--- config.mk ---
export PLATFORM = sky130hd
export DESIGN_NAME = b3lp_mul
export DESIGN_NICKNAME = d
export VERILOG_FILES = /design/src/hdl/b3lp_pkg.sv /design/src/hdl/b3lp_mul.sv
export SDC_FILE = /design/constraint.sdc
export NUM_CORES = 2
export LEC_CHECK = 0
export ABC_AREA = 1
export BUFFER_PORTS_ARGS = -buffer_cell sky130_fd_sc_hd__buf_2
export CAP_MARGIN = 20
export CORE_MARGIN = 3
export CORE_UTILIZATION = 40
export DETAILED_ROUTE_END_ITERATION = 7
export GPL_TIMING_DRIVEN = 0
export PLACE_DENSITY = 0.58
export REMOVE_ABC_BUFFERS = 1
export SYNTH_ARGS = -nofsm -noshare
export SYNTH_HDL_FRONTEND = slang
export SYNTH_SLANG_ARGS = --single-unit
--- constraint.sdc ---
create_clock -name clock -period 13.4 [get_ports clock]
set_input_delay 0 -clock clock [delete_from_list [all_inputs] [get_ports clock]]
set_output_delay 0 -clock clock [all_outputs]
set_load 0.02 [all_outputs]
--- src/hdl/b3lp_pkg.sv ---
// Package for the third-order Butterworth lowpass: formats, constants, sequencer states,
// the divider control struct and the round-half-up shift helper.
// No dependencies; every other file in hdl imports it.
package b3lp_pkg;

   // Field widths and fixed-point formats.
   localparam int SAMPLE_BITS    = 16;
   localparam int RATE_BITS      = 18;
   localparam int CUTOFF_BITS    = 17;
   localparam int COEF_FRAC_BITS = 28;
   localparam int K_FRAC_BITS    = 30;

   // Sample rate limits and reset value.
   localparam logic [RATE_BITS-1:0] FS_MIN   = RATE_BITS'(8000);
   localparam logic [RATE_BITS-1:0] FS_MAX   = RATE_BITS'(192000);
   localparam logic [RATE_BITS-1:0] FS_RESET = RATE_BITS'(48000);

   // Shared multiplier: signed operands, full product.
   localparam int MUL_W  = 34;
   localparam int PROD_W = 2 * MUL_W;

   // pi in Q2.30.
   localparam logic signed [MUL_W-1:0] PI_Q30 = MUL_W'(64'd3373259426);

   // Datapath widths.
   localparam int K_W    = 31;   // k, k^2, k^3, all positive and below 2^30
   localparam int COEF_W = 34;   // coefficients a, b, c, d, signed
   localparam int SUM_W  = 20;   // x + 3*x1 + 3*x2 + x3
   localparam int ACC_W  = 40;   // feedback numerator
   localparam int Y_W    = 32;   // stored outputs, Q4.28

   // Shared divider: 64-bit dividend, 32-bit divisor, up to 36 quotient bits.
   localparam int DIVD_W = 64;
   localparam int DIVS_W = 32;
   localparam int QUOT_W = 36;
   localparam int CNT_W  = 6;
   localparam logic [CNT_W-1:0] K_QBITS = CNT_W'(31);
   localparam logic [CNT_W-1:0] Y_QBITS = CNT_W'(QUOT_W);

   typedef enum logic [3:0] {
      ST_IDLE,
      ST_MUL_PI,
      ST_DIV_K,
      ST_WAIT_K,
      ST_MUL_K2,
      ST_MUL_K3,
      ST_MUL_X,
      ST_MUL_B,
      ST_MUL_C,
      ST_MUL_D,
      ST_SUM,
      ST_DIV_Y,
      ST_WAIT_Y,
      ST_PUSH
   } state_type;

   typedef struct packed {
      logic             start;
      logic [CNT_W-1:0] qbits;
   } div_ctrl_type;

   // Adds half an LSB of the result, then shifts right arithmetically.
   function automatic logic signed [PROD_W-1:0] shr_round(
      input logic signed [PROD_W-1:0] v,
      input int unsigned              s
   );
      logic signed [PROD_W-1:0] half;
      half = $signed(PROD_W'(1) << (s - 1));
      return (v + half) >>> s;
   endfunction

endpackage

--- src/hdl/b3lp_mul.sv ---
// Shared signed multiplier of the Butterworth lowpass, product registered.
// Depends on b3lp_pkg for the operand and product widths.
module b3lp_mul (
   input  logic                              clock,
   input  logic signed [b3lp_pkg::MUL_W-1:0]  mul_a,
   input  logic signed [b3lp_pkg::MUL_W-1:0]  mul_b,
   output logic signed [b3lp_pkg::PROD_W-1:0] prod
);
   import b3lp_pkg::*;

   logic signed [PROD_W-1:0] prod_ff;
   logic signed [PROD_W-1:0] prod_in;

   assign prod_in = PROD_W'(mul_a) * PROD_W'(mul_b);

   always_ff @(posedge clock) begin
      prod_ff <= prod_in;
   end

   assign prod = prod_ff;

endmodule

==> flow_summary.toml <==
[outcome]
outcome = "finished, final reports clean"

[layout]
layout.cells.non_filler = 7374
fill_cells = 11838
antennaDiodeCount = 0
nNetsFinal = 7371
design_area_sq_um = 48200
largest_register_ffs = 68
syn2layout_area_growth_pct = 4.16
drive_gt1_share_pct = 3.86

[synth]
synth_area_sq_um = 46300
ys_types = 30
synthesis.instances = 5978
synth.area.mux_share_pct = 0
synth_warnings = 0
synth_ff_type = "dfxtp_1"
synth_area_per_cell_sq_um = 7.74
yosys.area_share.adder_pct = 59.2
synth_edf_count = 0
synth_compound_area_share_pct = 1.17
async_reset_ff_share_pct = 0
synth-seq-area-share_pct = 2.94
synth-simple-area-share_pct = 16.6
synth_top_family_by_area = "adder cells"
synth_xor_area_share_pct = 0.681
ys_ff_latch = 68

[floorplanning]
fp.dieH_um = 346
rows = 124
dieArea_sq_um = 120000
io_pins = 137
start_util_pct = 40.4
die_w_um = 346
coreArea_sq_um = 115000

[clock_tree]
cts_buffer_depth = 2
cts_max_level = 3
cts_setup_buffers = 0
post_cts_resized = 0
cts_made_buffers = 9
cts.sink_count = 68
cts_root_buffer = "clkbuf_16"
ctsHoldBuffers = 0
clk_pin_slew_ps = 70
tritoncts = "built"

[grt]
grt_max_degree = 36
grt_overflow = 0
grt_pass1_vias = 38171
grt_first_pass_wirelength_um = 208000
antenna_found_initial = 8
grt_usage_pct = 22.1

[place]
placed_cells = 7356
dp.final_hpwl_um = 106000
routabilityCongestion = 0.975
port-buffer-count = 136
postPlaceCellArea_sq_um = 47900

[flow_run]
maxCapViolations = 0

[sta]
tns_ps = 0
worstMarginPinSlew_ps = 1130
period_needed_ps = 7780
finalHoldViolCount = 0
drv_slew = 0
setup_viol = 0
fmax_mhz = 129
finalCritPeriodShare_pct = 58.1
rsz0062_at_grt = "no"
slew-limit-headroom_pct = 24.8

[hold_path]
hold_path_depth = 3
min_from = "mul_b[0]"
hp-class = "in -> reg"
hold_path_end = "prod[0]"

[worst_setup_path]
end_kind = "flip-flop"
cp.required_ps = 13600
start_kind = "primary input"
critPathKind = "in -> reg"
crit_fanout = 34
cp.arrival_ps = 7980

[route]
drc = 0
post_drt_wl_per_cell_um = 17.1
drtAntennaViolNets = 0
vias = 34135
finalWirelength_um = 126000
routed_via_density = 4.63
first_iter_violations = 1782
first_pass_iters = 6
==> cell usage in the layout, fill, tap and decap left out, types with 14 or more instances in the layout <==
cell type / synthesis / final
dfxtp_1: 68 / 68
nor3_1: 14 / 14
o21ai_0: 23 / 23
a21oi_1: 62 / 62
nand4_1: 18 / 18
nand2_2: 20 / 20
fa_1: 1241 / 1241
nand3_1: 72 / 72
xor2_1: 34 / 34
ha_1: 204 / 204
inv_1: 2111 / 2110
nor2_1: 116 / 116
buf_2: 0 / 136
nand2_1: 1657 / 1657
==> cell usage after synthesis, drive strengths merged (18+ instances only) <==
library cell  number  share of area (%)
o21ai             23               0.25
nand4             18               0.24
fa              1241                 54
ha               204                5.5
dfxtp             68                2.9
nor3              19               0.26
nand3             82                1.0
inv             2117                 17
a21oi             66               0.75
nand2           1680                 14
nor2             129                1.1
clkbuf           269                2.2
xor2              34               0.64
==> per-stage QoR <==
step | worst slack [ps] | utilization (%) | hold slack (ps)
global placement | 5150 | 41.8 | 417
detailed placement | 5090 | 41.8 | 416
finish | 5620 | 42.1 | 255
floorplan | 6990 | - | 93.5
CTS | 5480 | 42.0 | 226
global route | 5050 | 42.1 | 308
==> per-layer routing <==
metal  up-vias  track usage (%)  routed length [um]
met5         -                0                   0
met4         0             4.70                2630
met3       149             2.93                7200
met2       862             38.4               61700
met1     17344             29.6               54300
li1      15780                -                   -
==> how the worst max path moves through the flow <==
stage	slack (ps)	end	from	cells after the start
final	5620	prod[55]	mul_b[7]	25
after global routing	5050	prod[57]	mul_b[7]	25
after CTS	5480	prod[55]	mul_b[1]	23
after detailed placement	5090	prod[55]	mul_b[1]	23
after global placement	5150	prod[56]	mul_b[1]	23
after floorplan	6990	prod[59]	mul_a[33]	24
==> cell type report <==
| cell class | instances | area (sq um) | area share [%] |
|---|---|---|---|
| Timing Repair Buffer | 139 | 763 | 1.58 |
| Tap cell | 1512 | 1890 | 3.93 |
| Clock buffer | 10 | 239 | 0.496 |
| Inverter | 2117 | 7950 | 16.5 |
| Clock inverter | 6 | 47.5 | 0.0987 |
| Multi-Input combinational cell | 3522 | 35900 | 74.6 |
| Sequential cell | 68 | 1360 | 2.82 |
==> critical path, stage by stage <==
cell	delay (ps)
buf_2	660
nand2_1	290
inv_1	170
fa_1	400
inv_1	220
fa_1	530
inv_1	160
fa_1	480
fa_1	1180
inv_1	150
fa_1	520
fa_1	570
fa_1	420
fa_1	480
inv_1	40
ha_1	390
nand2_1	130
inv_1	110
nand2_1	80
nor2_1	250
nand2_1	110
nor3_1	180
nand2_2	110
nand4_1	80
nand2_1	190
==> kinds of logic (layout without fill, tap and decap cells) <==
family	Yosys count	after routing
buffers and inverters	2388	2272
XOR/XNOR	36	36
AND/OR/NAND/NOR	1941	1941
flip-flops	68	68
adder cells (fa/ha/maj)	1445	1445
AO/OA/AOI/OAI	100	100
Power is not shown: default switching activity piles up to over one toggle a cycle in this logic, so the estimate is an artifact.
