`src/hdl/b3lp_pkg.sv`:
```
// Package for the third-order Butterworth lowpass: formats, constants, sequencer states,
// the divider control struct and the round-half-up shift helper.
// No dependencies; every other file in hdl imports it.
package b3lp_pkg;

   // Field widths and fixed-point formats.
   localparam int SAMPLE_BITS    = 16;
   localparam int RATE_BITS      = 18;
   localparam int CUTOFF_BITS    = 17;
   localparam int COEF_FRAC_BITS = 28;
   localparam int K_FRAC_BITS    = 30;

   // Sample rate limits and reset value.
   localparam logic [RATE_BITS-1:0] FS_MIN   = RATE_BITS'(8000);
   localparam logic [RATE_BITS-1:0] FS_MAX   = RATE_BITS'(192000);
   localparam logic [RATE_BITS-1:0] FS_RESET = RATE_BITS'(48000);

   // Shared multiplier: signed operands, full product.
   localparam int MUL_W  = 34;
   localparam int PROD_W = 2 * MUL_W;

   // pi in Q2.30.
   localparam logic signed [MUL_W-1:0] PI_Q30 = MUL_W'(64'd3373259426);

   // Datapath widths.
   localparam int K_W    = 31;   // k, k^2, k^3, all positive and below 2^30
   localparam int COEF_W = 34;   // coefficients a, b, c, d, signed
   localparam int SUM_W  = 20;   // x + 3*x1 + 3*x2 + x3
   localparam int ACC_W  = 40;   // feedback numerator
   localparam int Y_W    = 32;   // stored outputs, Q4.28

   // Shared divider: 64-bit dividend, 32-bit divisor, up to 36 quotient bits.
   localparam int DIVD_W = 64;
   localparam int DIVS_W = 32;
   localparam int QUOT_W = 36;
   localparam int CNT_W  = 6;
   localparam logic [CNT_W-1:0] K_QBITS = CNT_W'(31);
   localparam logic [CNT_W-1:0] Y_QBITS = CNT_W'(QUOT_W);

   typedef enum logic [3:0] {
      ST_IDLE,
      ST_MUL_PI,
      ST_DIV_K,
      ST_WAIT_K,
      ST_MUL_K2,
      ST_MUL_K3,
      ST_MUL_X,
      ST_MUL_B,
      ST_MUL_C,
      ST_MUL_D,
      ST_SUM,
      ST_DIV_Y,
      ST_WAIT_Y,
      ST_PUSH
   } state_type;

   typedef struct packed {
      logic             start;
      logic [CNT_W-1:0] qbits;
   } div_ctrl_type;

   // Adds half an LSB of the result, then shifts right arithmetically.
   function automatic logic signed [PROD_W-1:0] shr_round(
      input logic signed [PROD_W-1:0] v,
      input int unsigned              s
   );
      logic signed [PROD_W-1:0] half;
      half = $signed(PROD_W'(1) << (s - 1));
      return (v + half) >>> s;
   endfunction

endpackage

```
`src/hdl/b3lp_div.sv`:
```
// Shared restoring divider of the Butterworth lowpass, one quotient bit per cycle.
// Depends on b3lp_pkg for widths and the control struct.
module b3lp_div (
   input  logic                              clock,
   input  logic                              reset,
   input  b3lp_pkg::div_ctrl_type            ctrl,
   input  logic [b3lp_pkg::DIVD_W-1:0]       dividend,
   input  logic [b3lp_pkg::DIVS_W-1:0]       divisor,
   output logic                              done,
   output logic [b3lp_pkg::QUOT_W-1:0]       quot
);
   import b3lp_pkg::*;

   localparam int SH_W = $clog2(DIVD_W) + 1;

   logic [DIVS_W-1:0] rem_ff, rem_in;
   logic [DIVD_W-1:0] lo_ff, lo_in;
   logic [QUOT_W-1:0] quot_ff, quot_in;
   logic [DIVS_W-1:0] divisor_ff, divisor_in;
   logic [CNT_W-1:0]  cnt_ff, cnt_in;
   logic              busy_ff, busy_in;
   logic              done_ff, done_in;
   logic [DIVS_W+1:0] trial;

   // The caller guarantees the quotient fits in qbits, so the bits above them
   // form a starting remainder that is already below the divisor.
   always_comb begin
      rem_in     = rem_ff;
      lo_in      = lo_ff;
      quot_in    = quot_ff;
      divisor_in = divisor_ff;
      cnt_in     = cnt_ff;
      busy_in    = busy_ff;
      done_in    = 1'b0;
      trial      = {1'b0, rem_ff, lo_ff[DIVD_W-1]} - {2'b00, divisor_ff};
      if (ctrl.start) begin
         rem_in     = DIVS_W'(dividend >> ctrl.qbits);
         lo_in      = dividend << (SH_W'(DIVD_W) - SH_W'(ctrl.qbits));
         quot_in    = '0;
         divisor_in = divisor;
         cnt_in     = ctrl.qbits;
         busy_in    = 1'b1;
      end else if (busy_ff) begin
         if (!trial[DIVS_W+1]) begin
            rem_in  = trial[DIVS_W-1:0];
            quot_in = {quot_ff[QUOT_W-2:0], 1'b1};
         end else begin
            rem_in  = {rem_ff[DIVS_W-2:0], lo_ff[DIVD_W-1]};
            quot_in = {quot_ff[QUOT_W-2:0], 1'b0};
         end
         lo_in  = lo_ff << 1;
         cnt_in = cnt_ff - CNT_W'(1);
         if (cnt_ff == CNT_W'(1)) begin
            busy_in = 1'b0;
            done_in = 1'b1;
         end
      end
   end

   always_ff @(posedge clock) begin
      if (reset) begin
         busy_ff <= 1'b0;
         done_ff <= 1'b0;
         cnt_ff  <= '0;
      end else begin
         busy_ff <= busy_in;
         done_ff <= done_in;
         cnt_ff  <= cnt_in;
      end
   end

   always_ff @(posedge clock) begin
      rem_ff     <= rem_in;
      lo_ff      <= lo_in;
      quot_ff    <= quot_in;
      divisor_ff <= divisor_in;
   end

   assign done = done_ff;
   assign quot = quot_ff;

endmodule

```
`config.mk`:
```
export PLATFORM = sky130hd
export DESIGN_NAME = b3lp_div
export DESIGN_NICKNAME = d
export VERILOG_FILES = /design/src/hdl/b3lp_pkg.sv /design/src/hdl/b3lp_div.sv
export SDC_FILE = /design/constraint.sdc
export NUM_CORES = 1
export LEC_CHECK = 0
export BUFFER_PORTS_ARGS = -buffer_cell sky130_fd_sc_hd__buf_2
export CORE_MARGIN = 5
export CORE_UTILIZATION = 40
export CTS_BUF_LIST = sky130_fd_sc_hd__clkbuf_4 sky130_fd_sc_hd__clkbuf_8
export DETAILED_ROUTE_END_ITERATION = 16
export GPL_TIMING_DRIVEN = 0
export PLACE_DENSITY_LB_ADDON = 0.1
export SYNTH_ARGS = -nofsm -noshare
export SYNTH_HDL_FRONTEND = slang
export SYNTH_SLANG_ARGS = --single-unit
export TNS_END_PERCENT = 30
```
`constraint.sdc`:
```
create_clock -name clock -period 4.59 [get_ports clock]
set_clock_uncertainty 0.05 [all_clocks]
set_input_delay 0 -clock clock [delete_from_list [all_inputs] [get_ports clock]]
set_output_delay 0 -clock clock [all_outputs]
set_load 0.02 [all_outputs]
```
==> flow_summary_export.csv <==
group,metric,value,unit
detailed_routing,drt.antenna.violating_nets,0,
final_layout,diodes,0,
timing,rsz0062_at_grt,"no",
worst_setup_path,rrSetupSlack,900,ps
pwr,power_frac_clock,18.3,%
clock_tree,numCtsBuffers,17,
place,io_buffers,136,
worst_setup_path,cp.arrival,4370,ps
status,outcome,"finished clean",
clock_tree,clock_path_buffers,2,
synthesis,yosys.area.top_type,"edfxtp_1",
pwr,ir_drop,0.000186,V
flow_run,maxCapViolCount,0,
worst_setup_path,r2r_end,"rem_ff[12]",
pwr,p_total,6.10,mW
clock_tree,clock-sinks,172,
timing,slew_viol_final,0,
worst_setup_path,reg2reg_depth,9,
synthesis,synth.net_count,1863,
pwr,power_density,344,mW/mm2
clock_tree,clk_pin_slew,110,ps
timing,clock.fmax,0.238,GHz
floorplan,io_pins,142,
worst_setup_path,critical_path.cell_chain,"buf_2 -> buf_4 -> inv_2 -> buf_2 -> ha_1 -> buf_2 -> buf_2 -> buf_1 -> mux4_2 -> nand2_1 -> o21ai_0 -> o21ai_0 -> nor2_1 -> a21oi_1 -> o221ai_1",
worst_hold_path,hp-start,"ctrl[6]",
synthesis,synth_cell_type_count,69,
timing,max_slew.worst_pin.slew,841,ps
global_routing,grt_pass1_wl,91.4,mm
detailed_routing,wl,60.7,mm
floorplan,die_w,208,um
clock_tree,insertion_delay,500,ps
worst_setup_path,path_buf_inv,7,
clock_tree,cts_max_level,4,
worst_setup_path,start_kind,"primary input",
place,placed_area,0.0170,mm2
synthesis,synth.most_common_cell,"nand2_1",
clock_tree,post_cts_resized,0,
detailed_routing,routed-via-count,15200,
global_routing,grt_max_degree,67,
global_routing,antenna_found_initial,0,
floorplan,design.die.area,0.0432,mm2
pwr,power.internal,3.51,mW
detailed_routing,first_pass_iters,5,
timing,finalCritPeriodShare,91.5,%
worst_setup_path,max_stage_delay,620,ps
timing,slew_headroom,43.5,%
timing,finalSetupViolCount,0,
worst_hold_path,min_to,"divisor_ff[17]",
timing,post-route-min-period,4200,ps
final_layout,final_nets,2052,
place,gp_congestion,0.983,
worst_hold_path,whs_path_depth,1,
synthesis,syn_area_per_cell,9.09,um2
detailed_routing,drt_iter0_drc,2000,
timing,fin_hold_ws,81.9,ps
detailed_routing,wl_per_cell,24.9,um
pwr,combPwrFrac,48.3,%
final_layout,fin_area,0.0178,mm2
worst_setup_path,path_max_fanout,19,
final_layout,drive_gt1_share,19.6,%
pwr,p_switching,2.59,mW
worst_setup_path,critPathKind,"in -> reg",
floorplan,core,0.0387,mm2
synthesis,ys_seq_area_share,30.2,%
worst_setup_path,cp-end-kind,"register",
synthesis,synth_cells,1722,
synthesis,yosys_warnings,0,
worst_setup_path,reg2reg_from,"rem_ff[13]",
clock_tree,cts_root_buf,"clkbuf_8",
worst_setup_path,crit_top_cell,"buf_2",
detailed_routing,via_per_inst,6.24,
timing,hold_violations,0,
worst_setup_path,critPathTopFamily,"buffers and inverters",
final_layout,areaGrowthSynthToFinish,13.4,%
synthesis,yosys-top-cells-count,"258 x nand2_1, 171 x nor2_1, 141 x mux2i_1, 138 x a21oi_1, 128 x edfxtp_1",
worst_setup_path,required,4760,ps
synthesis,ys_seq_elements,172,
synthesis,synth_top_area_share,24.5,%
pwr,seqPwrFrac,33.4,%
synthesis,synth_edf_count,128,
synthesis,synthFlopType,"edfxtp_1",
clock_tree,cts_tree,"built",
pwr,sw_frac_of_total,42.4,%
synthesis,async_flop_share,0,%
global_routing,grtUsageTotal,27.1,%
global_routing,grt_overflow,0,
floorplan,start_util,40.4,%
pwr,leakagePower,7.07,nW
floorplan,dieHeight,208,um
detailed_routing,drc,0,
place,dp_hpwl,48.0,mm
worst_hold_path,hp-class,"in -> reg",
worst_setup_path,crit_slowest_cell,"o21ai_0",
synthesis,netlist_area,0.0157,mm2
global_routing,first_global_vias,14400,
synthesis,synth_area_leaders,"edfxtp_1 25%, mux4_2 14%, mux2i_1 9.0%",
floorplan,rows,72,
## cell families (layout without fill, tap and decap cells)
logic type      count (synthesis)  count (layout)  synth area share (%)
simple gates                  540             540                  14.5
compound gates                463             463                  19.2
mux                           280             280                  26.1
buf+inv                       198             399                  5.36
flops                         172             172                  30.2
fa+ha+maj                      36              36                  2.92
xor+xnor                       33              33                  1.85
## how the worst max path moves through the flow
stage	endpoint	startpoint	slack (ps)	depth (start not counted)
6_report	lo_ff[60]	ctrl[0]	390	15
5_1_grt	lo_ff[60]	ctrl[0]	270	15
4_1_cts	lo_ff[60]	ctrl[0]	30	16
3_5_place_dp	lo_ff[60]	ctrl[0]	-490	16
3_3_place_gp	lo_ff[60]	ctrl[0]	-520	16
2_1_floorplan	lo_ff[57]	ctrl[0]	1220	13
## area by class of cell
type | instances | area [um2]
Timing Repair Buffer | 171 | 1050
Clock buffer | 18 | 241
Multi-Input combinational cell | 1352 | 10100
Sequential cell | 172 | 4720
Clock inverter | 13 | 161
Inverter | 55 | 206
Fill cell | 3906 | 21000
Buffer | 142 | 629
Tap cell | 518 | 648
## cell usage in the layout, fill, tap and decap left out, types with 14 or more instances in the layout
| cell type | netlist | routed |
|---|---|---|
| mux4_2 | 98 | 98 |
| dfxtp_1 | 44 | 44 |
| a31oi_1 | 19 | 19 |
| clkbuf_8 | 0 | 17 |
| o21a_1 | 16 | 16 |
| nor3_1 | 24 | 24 |
| o2bb2ai_1 | 31 | 31 |
| buf_2 | 44 | 180 |
| xnor2_1 | 21 | 21 |
| inv_1 | 51 | 51 |
| o21ai_0 | 98 | 98 |
| mux2_2 | 41 | 41 |
| clkbuf_1 | 64 | 64 |
| ha_1 | 35 | 35 |
| edfxtp_1 | 128 | 128 |
| nand2_1 | 258 | 258 |
| a21oi_1 | 138 | 138 |
| a211oi_1 | 44 | 44 |
| buf_1 | 25 | 24 |
| mux2i_1 | 141 | 141 |
| o221ai_1 | 30 | 30 |
| nand3_1 | 23 | 23 |
| nor2_1 | 171 | 171 |
| dlygate4sd3_1 | 0 | 34 |
| o211ai_1 | 14 | 14 |
## flip-flops by register name (all words and copies together), names as in the netlist
name and count:
lo_ff 64, busy_ff 1, divisor_ff 32, cnt_ff 6
quot 36, rem_ff 32, done 1
## layer usage
metal  wire [um]  share of wire, %  global-route usage [%]
met1       27800                46                    40.7
met2       26300                43                    40.5
met3        5020               8.3                    4.79
met4        1590               2.6                    6.75
met5           0                 0                       0
## power groups by stage
| stage | clock network [mW] | registers (mW) | logic, mW |
|---|---|---|---|
| after floorplan | 0 | 2.02 | 1.97 |
| after global placement | 0 | 2.07 | 2.82 |
| after detailed placement | 0 | 2.07 | 2.83 |
| after CTS | 1.15 | 2.04 | 2.87 |
| after global routing | 1.22 | 2.05 | 3.17 |
| final | 1.12 | 2.04 | 2.94 |
## metrics by stage
step | setup WS (ps) | cells | utilization, % | TNS [ps]
4_1_cts | 28.4 | 2442 | 45.9 | 0
5_1_grt | 272 | 2441 | 45.8 | 0
6_report | 389 | 2441 | 45.8 | 0
3_5_place_dp | -490 | 2377 | 43.9 | -4580
2_1_floorplan | 1220 | 1722 | - | 0
3_3_place_gp | -519 | 2376 | 43.9 | -5140
## timing repair
action / CTS / global route
hold buffers: 34 / 0
buffers inserted: 0 / 0
endpoints found under the setup margin: 0 / 7
hold endpoints to repair: 41 / 0
Power figures use the tool's default switching activity.
